$ cat config.mk
export PLATFORM = sky130hd
export DESIGN_NAME = hbp_packer
export DESIGN_NICKNAME = d
export VERILOG_FILES = /design/src/sv/hbp_pkg.sv /design/src/sv/hbp_packer.sv
export SDC_FILE = /design/constraint.sdc
export NUM_CORES = 1
export LEC_CHECK = 0
export ABC_CLOCK_PERIOD_IN_PS = 3600
export BUFFER_PORTS_ARGS = -buffer_cell sky130_fd_sc_hd__buf_2
export CAP_MARGIN = 30
export CELL_PAD_IN_SITES_DETAIL_PLACEMENT = 2
export CELL_PAD_IN_SITES_GLOBAL_PLACEMENT = 2
export CORE_MARGIN = 2
export CORE_UTILIZATION = 37
export DETAILED_ROUTE_END_ITERATION = 12
export PLACE_DENSITY = 0.87
export SETUP_SLACK_MARGIN = 0.3
export SYNTH_ARGS = -nofsm -noshare
export SYNTH_HDL_FRONTEND = slang
export SYNTH_SLANG_ARGS = --single-unit
$ cat constraint.sdc
create_clock -name clk -period 3.6 [get_ports clk]
set_input_delay 0.72 -clock clk [delete_from_list [all_inputs] [get_ports clk]]
set_output_delay 0.72 -clock clk [all_outputs]
set_load 0.01 [all_outputs]
$ cat src/sv/hbp_pkg.sv
// ----------------------------------------------------------------------------
// Huffman bit packer package
// Shared constants, operation codes and types of the code bit packer.
// ----------------------------------------------------------------------------
package hbp_pkg;

  localparam int MAX_CODE_LENGTH = 16;
  localparam int SYMBOL_COUNT    = 257;
  localparam int END_SYMBOL      = 256;

  localparam int OP_W     = 2;
  localparam int SYM_W    = 9;
  localparam int CODE_W   = 16;
  localparam int LEN_IN_W = 5;
  localparam int BYTE_W   = 8;
  localparam int FREE_W   = $clog2(BYTE_W + 1);
  localparam int ADDR_W   = $clog2(SYMBOL_COUNT);
  localparam int LEN_W    = $clog2(MAX_CODE_LENGTH + 1);
  localparam int CNT_W    = (LEN_W > FREE_W) ? LEN_W : FREE_W;

  typedef enum logic [OP_W-1:0] {
    OP_LOAD   = 2'd0,
    OP_ENCODE = 2'd1,
    OP_FINISH = 2'd2
  } op_t;

  typedef struct packed {
    logic [LEN_W-1:0]  len;
    logic [CODE_W-1:0] val;
  } code_entry_t;

  typedef struct packed {
    logic              start;
    logic              finish;
    logic [LEN_W-1:0]  len;
    logic [CODE_W-1:0] val;
  } pack_req_t;

  typedef struct packed {
    logic idle;
  } pack_stat_t;

endpackage

$ cat src/sv/hbp_packer.sv
// ----------------------------------------------------------------------------
// Bit packer
// Packs one code MSB first into the held byte, one output byte per cycle while the output is not stalled.
// ----------------------------------------------------------------------------
module hbp_packer (
  input  logic                        clk,
  input  logic                        rst,
  input  hbp_pkg::pack_req_t          req,
  output hbp_pkg::pack_stat_t         stat,
  output logic                        out_valid,
  input  logic                        out_stall,
  output logic [hbp_pkg::BYTE_W-1:0]  out_byte,
  output logic                        last_byte
);

  localparam int LEN_W  = hbp_pkg::LEN_W;
  localparam int CODE_W = hbp_pkg::CODE_W;
  localparam int BYTE_W = hbp_pkg::BYTE_W;
  localparam int FREE_W = hbp_pkg::FREE_W;
  localparam int CNT_W  = hbp_pkg::CNT_W;

  typedef enum logic [1:0] {
    P_IDLE,
    P_RUN,
    P_LAST
  } pstate_t;

  pstate_t             state;
  logic [BYTE_W-1:0]   held;
  logic [FREE_W-1:0]   free;
  logic [LEN_W-1:0]    len;
  logic [CODE_W-1:0]   val;
  logic                fin;

  logic [CODE_W-1:0]   val_masked;
  logic [CNT_W-1:0]    len_c;
  logic [CNT_W-1:0]    free_c;
  logic [CNT_W-1:0]    spill_shift;
  logic [CNT_W-1:0]    merge_shift;
  logic                spill;
  logic                slot_free;
  logic                load_out;
  logic [BYTE_W-1:0]   spill_bits;
  logic [BYTE_W-1:0]   merge_bits;

  always_comb begin
    val_masked  = val & ~({CODE_W{1'b1}} << len);
    len_c       = CNT_W'(len);
    free_c      = CNT_W'(free);
    spill       = len_c > free_c;
    spill_shift = len_c - free_c;
    merge_shift = free_c - len_c;
    spill_bits  = BYTE_W'(val_masked >> spill_shift);
    merge_bits  = BYTE_W'(val_masked << merge_shift);
    slot_free   = !out_valid || !out_stall;
    load_out    = slot_free && (((state == P_RUN) && spill) || (state == P_LAST));
  end

  assign stat.idle = (state == P_IDLE);

  always_ff @(posedge clk) begin
    if (rst) begin
      state     <= P_IDLE;
      held      <= '0;
      free      <= FREE_W'(BYTE_W);
      out_valid <= 1'b0;
    end else begin
      if (load_out) begin
        out_valid <= 1'b1;
      end else if (!out_stall) begin
        out_valid <= 1'b0;
      end
      unique case (state)
        P_IDLE: begin
          if (req.start) begin
            len   <= req.len;
            val   <= req.val;
            fin   <= req.finish;
            state <= P_RUN;
          end
        end
        P_RUN: begin
          if (spill) begin
            if (slot_free) begin
              out_byte  <= held | spill_bits;
              last_byte <= 1'b0;
              held      <= '0;
              free      <= FREE_W'(BYTE_W);
              len       <= LEN_W'(spill_shift);
            end
          end else begin
            held  <= held | merge_bits;
            free  <= FREE_W'(merge_shift);
            state <= fin ? P_LAST : P_IDLE;
          end
        end
        P_LAST: begin
          if (slot_free) begin
            out_byte  <= held;
            last_byte <= 1'b1;
            held      <= '0;
            free      <= FREE_W'(BYTE_W);
            state     <= P_IDLE;
          end
        end
        default: begin
          state <= P_IDLE;
        end
      endcase
    end
  end

endmodule

==> impl_results.html <==
<table>
<tr><th>Metric</th><th>Value</th></tr>
<tr><th colspan="2">Yosys</th></tr>
<tr><td>Post-synthesis instance area</td><td>3460 sq um</td></tr>
<tr><td>Number of storage elements in the synthesis netlist</td><td>46</td></tr>
<tr><td>Share of synthesized registers carrying an async set or reset</td><td>0%</td></tr>
<tr><td>Synthesized Nets</td><td>411</td></tr>
<tr><td>Largest area contributor in the synthesized netlist</td><td>sky130_fd_sc_hd__edfxtp_1</td></tr>
<tr><td>Largest family of logic cells by synthesized area</td><td>compound AO/OA/AOI/OAI gates</td></tr>
<tr><td>Count leader, synth</td><td>sky130_fd_sc_hd__edfxtp_1</td></tr>
<tr><td>Number of different library cells in the post-synthesis netlist</td><td>76</td></tr>
<tr><td>Leading cell types by total area after synthesis</td><td>sky130_fd_sc_hd__edfxtp_1 (27%), sky130_fd_sc_hd__dfxtp_1 (8.7%), sky130_fd_sc_hd__ha_1 (4.0%), sky130_fd_sc_hd__a21oi_1 (2.9%), sky130_fd_sc_hd__nor2_1 (2.8%)</td></tr>
<tr><td>Dominant register cell in the synthesized netlist</td><td>sky130_fd_sc_hd__edfxtp_1</td></tr>
<tr><td>XOR/XNOR share of the synthesized area</td><td>1.52%</td></tr>
<tr><td>Complex-gate fraction of the synthesized area</td><td>29.9%</td></tr>
<tr><td>Post-synthesis share of cell area spent on full adders, half adders and majority gates</td><td>5.13%</td></tr>
<tr><td>Synth Instances</td><td>372</td></tr>
<tr><td>Share of Yosys cell area claimed by the top area cell type</td><td>26.9%</td></tr>
<tr><td>Simple-gate portion of the synthesized area</td><td>16.3%</td></tr>
<tr><td>Count of flip-flops with a built-in enable after synthesis</td><td>31</td></tr>
<tr><td>YS warnings</td><td>0</td></tr>
<tr><td>Post-synthesis area per instance</td><td>9.31 sq um</td></tr>
<tr><td>Most used standard cells in the synthesized netlist</td><td>sky130_fd_sc_hd__edfxtp_1 (31), sky130_fd_sc_hd__nor2_1 (26), sky130_fd_sc_hd__nand2_1 (23)</td></tr>
<tr><td>Share of synthesized area occupied by flip-flops and latches</td><td>35.5%</td></tr>
<tr><td>Multiplexer share of the synthesized area</td><td>5.31%</td></tr>
<tr><th colspan="2">Global routing</th></tr>
<tr><td>Grt ovf</td><td>0</td></tr>
<tr><td>Initial antenna violation count</td><td>0</td></tr>
<tr><td>Vias in the first global route</td><td>3,540</td></tr>
<tr><td>Pin count of the biggest net entering global routing</td><td>24</td></tr>
<tr><td>Overall global routing resource usage</td><td>26.4%</td></tr>
<tr><td>Global-route wire length before repair</td><td>20,400 um</td></tr>
<tr><th colspan="2">Timing</th></tr>
<tr><td>Pin slew with the least headroom to its limit</td><td>1.04 ns</td></tr>
<tr><td>Hold Worst Slack</td><td>0.500 ns</td></tr>
<tr><td>Final Hold Vio Count</td><td>0</td></tr>
<tr><td>Max-slew violations</td><td>0</td></tr>
<tr><td>Worst clock skew</td><td>0.00687 ns</td></tr>
<tr><td>Portion of the clock cycle consumed by the worst path in the final layout</td><td>84.0%</td></tr>
<tr><td>Fmax</td><td>331 MHz</td></tr>
<tr><td>Final setup vio count</td><td>0</td></tr>
<tr><td>Final worst slack</td><td>0.576 ns</td></tr>
<tr><td>Final-layout setup total negative slack</td><td>0 ns</td></tr>
<tr><td>Unrepaired setup endpoints after global routing</td><td>false</td></tr>
<tr><td>Min Tclk post-route</td><td>3.02 ns</td></tr>
<tr><td>Relative slew slack</td><td>30.7%</td></tr>
<tr><th colspan="2">Finish</th></tr>
<tr><td>Fraction of layout cells with a size suffix above 1</td><td>20.6%</td></tr>
<tr><td>Count of fill cells added during filler insertion</td><td>1,013</td></tr>
<tr><td>Fin cells</td><td>514</td></tr>
<tr><td>Nets</td><td>441</td></tr>
<tr><td>Signed area change from the synthesized netlist to the final layout</td><td>11.1%</td></tr>
<tr><td>Post-route design area</td><td>3850 sq um</td></tr>
<tr><td>Antenna diodes</td><td>0</td></tr>
<tr><th colspan="2">Die</th></tr>
<tr><td>Height of the chip</td><td>101 um</td></tr>
<tr><td>Row cnt</td><td>35</td></tr>
<tr><td>Horizontal die dimension</td><td>101 um</td></tr>
<tr><td>Initial cell density of the core</td><td>37.9%</td></tr>
<tr><td>Placeable core region</td><td>9150 sq um</td></tr>
<tr><td>IO Count</td><td>37</td></tr>
<tr><td>Die Footprint</td><td>10,200 sq um</td></tr>
<tr><th colspan="2">Worst setup path</th></tr>
<tr><td>CP startpoint kind</td><td>flop</td></tr>
<tr><td>Signal arrival time at the worst endpoint</td><td>3.20 ns</td></tr>
<tr><td>Data required, critical path</td><td>3.78 ns</td></tr>
<tr><td>Nature of the critical path endpoint</td><td>flop</td></tr>
<tr><td>Crit Path Max Fanout</td><td>5</td></tr>
<tr><td>Max incr delay on CP</td><td>0.67 ns</td></tr>
<tr><td>Critical path type</td><td>reg -&gt; reg</td></tr>
<tr><td>CP max stage cell</td><td>sky130_fd_sc_hd__a2111oi_2</td></tr>
<tr><td>Cells traversed along the worst timing path</td><td>inv_1, ha_1, inv_1, fa_1, a21o_1, a2111oi_2, nor2_1, nor2_1, a221o_1</td></tr>
<tr><th colspan="2">Route</th></tr>
<tr><td>Number of design-rule violations left by the first detailed-router iteration</td><td>248</td></tr>
<tr><td>Vias post-DR</td><td>3,430</td></tr>
<tr><td>Routed Wire Length</td><td>13,100 um</td></tr>
<tr><td>Routed length per instance</td><td>25.5 um</td></tr>
<tr><td>Remaining routing DRC violations</td><td>0</td></tr>
<tr><td>Total iterations of the first detailed-routing run</td><td>5</td></tr>
<tr><td>Via-per-instance ratio</td><td>6.67</td></tr>
<tr><td>ANT nets after route</td><td>0</td></tr>
<tr><th colspan="2">Place</th></tr>
<tr><td>Placer congestion estimate</td><td>0.917</td></tr>
<tr><td>Placed Instances</td><td>506</td></tr>
<tr><td>Hpwl dp</td><td>9720 um</td></tr>
<tr><td>Instance area at placement</td><td>3760 sq um</td></tr>
<tr><td>Pre-CTS setup slack</td><td>0.689 ns</td></tr>
<tr><td>Number of input and output port buffers inserted</td><td>36</td></tr>
<tr><th colspan="2">Clocking</th></tr>
<tr><td>CTS tree</td><td>done</td></tr>
<tr><td>Clock Sinks</td><td>46</td></tr>
<tr><td>TritonCTS Buffers</td><td>5</td></tr>
<tr><td>Post-CTS Setup Repair Bufs</td><td>0</td></tr>
<tr><td>Clock latency at the later pin of the worst-skew pair</td><td>0.31 ns</td></tr>
<tr><td>H-tree levels</td><td>2</td></tr>
<tr><td>Clock transition at the registers of the reported paths</td><td>0.09 ns</td></tr>
<tr><td>Clk buf depth</td><td>2</td></tr>
<tr><td>Clock root cell</td><td>sky130_fd_sc_hd__clkbuf_8</td></tr>
<tr><td>Post-cts hold buffer count</td><td>0</td></tr>
<tr><td>Number of gates given a new drive strength after cts</td><td>0</td></tr>
<tr><th colspan="2">Run</th></tr>
<tr><td>Maximum Capacitance Violations</td><td>0</td></tr>
<tr><th colspan="2">Run status</th></tr>
<tr><td>Result of the run</td><td>finished clean</td></tr>
<tr><th colspan="2">Pwr</th></tr>
<tr><td>Leak</td><td>1.46 nW</td></tr>
<tr><td>Power density over the cells</td><td>469 nW/um^2</td></tr>
<tr><td>VDD IR max</td><td>0.186 mV</td></tr>
<tr><th colspan="2">Worst hold path</th></tr>
<tr><td>Hold WC Path Type</td><td>reg -&gt; reg</td></tr>
</table>
## registers in the layout, indices dropped and copies added (netlist names)
register / cells
val: 16
out_valid: 1
len: 5
free: 4
out_byte: 8
last_byte: 1
state: 2
fin: 1
held: 8
## worst max-delay path: cells and delay by family, from the launching register on
family | cells | cell delay (ns)
flip-flops | 1 | 0.45
adder cells (fa/ha/maj) | 2 | 0.65
buffers and inverters | 2 | 0.18
AO/OA/AOI/OAI | 3 | 1.11
AND/OR/NAND/NOR | 2 | 0.49
## cells by family (layout without fill, tap and decap cells)
kind of cell             count (synthesis)  after routing
AO/OA/AOI/OAI                          135            135
XOR/XNOR                                 6              6
adder cells (fa/ha/maj)                 13             13
buffers and inverters                   49             80
flip-flops                              46             46
multiplexers                            13             13
AND/OR/NAND/NOR                        110            110
## metrics by stage
stage                     total power [mW]  util (%)
after floorplan                       1.20         -
after global placement                1.39      41.1
after detailed placement              1.44      41.1
after CTS                             1.80      42.1
after global routing                  1.90      42.1
final                                 1.80      42.1
## power by group
part           internal (mW)  total (mW)  switching [mW]
sequential             0.610       0.649          0.0396
combinational          0.301       0.808           0.508
clock                  0.156       0.347           0.191
total                   1.07        1.80           0.738
## layout make-up
cell class / instances / area [sq um] / area share, %
multi-input combinational: 277 / 2020 / 52.4
sequential: 46 / 1230 / 32.0
timing repair buffer: 51 / 293 / 7.60
tap: 111 / 139 / 3.61
clock buffer: 7 / 86.3 / 2.24
inverter: 21 / 78.8 / 2.05
clock inverter: 1 / 5.00 / 0.130
## layer usage
metal | global-route usage [%] | part of all wire [%]
met5 | 0 | 0
met4 | 6.95 | 2.7
met1 | 31.9 | 40
met3 | 3.61 | 4.6
met2 | 49.0 | 52
## worst paths after layout
| check | startpoint | to | depth (start not counted) | slack, ns |
|---|---|---|---|---|
| setup reg to reg | len[0]$_DFFE_PP_ | out_byte[0]$_DFFE_PP_ | 9 | 0.58 |
| setup / recovery | len[0]$_DFFE_PP_ | out_byte[0]$_DFFE_PP_ | 9 | 0.58 |
| hold reg to reg | held[1]$_SDFFE_PP0N_ | held[1]$_SDFFE_PP0N_ | 1 | 0.50 |
| hold / removal | held[1]$_SDFFE_PP0N_ | held[1]$_SDFFE_PP0N_ | 1 | 0.50 |
## cells in the final DEF, fill, tap and decap left out, drive strengths merged, types with 8 or more instances in the layout
cell type	n
buf	51
edfxtp	31
nor2	26
nand2	23
inv	20
a21oi	20
o21ai	19
dfxtp	15
nand3	12
o211ai	12
nor3	11
ha	11
a31oi	8
(Power assumes the default switching activity.)
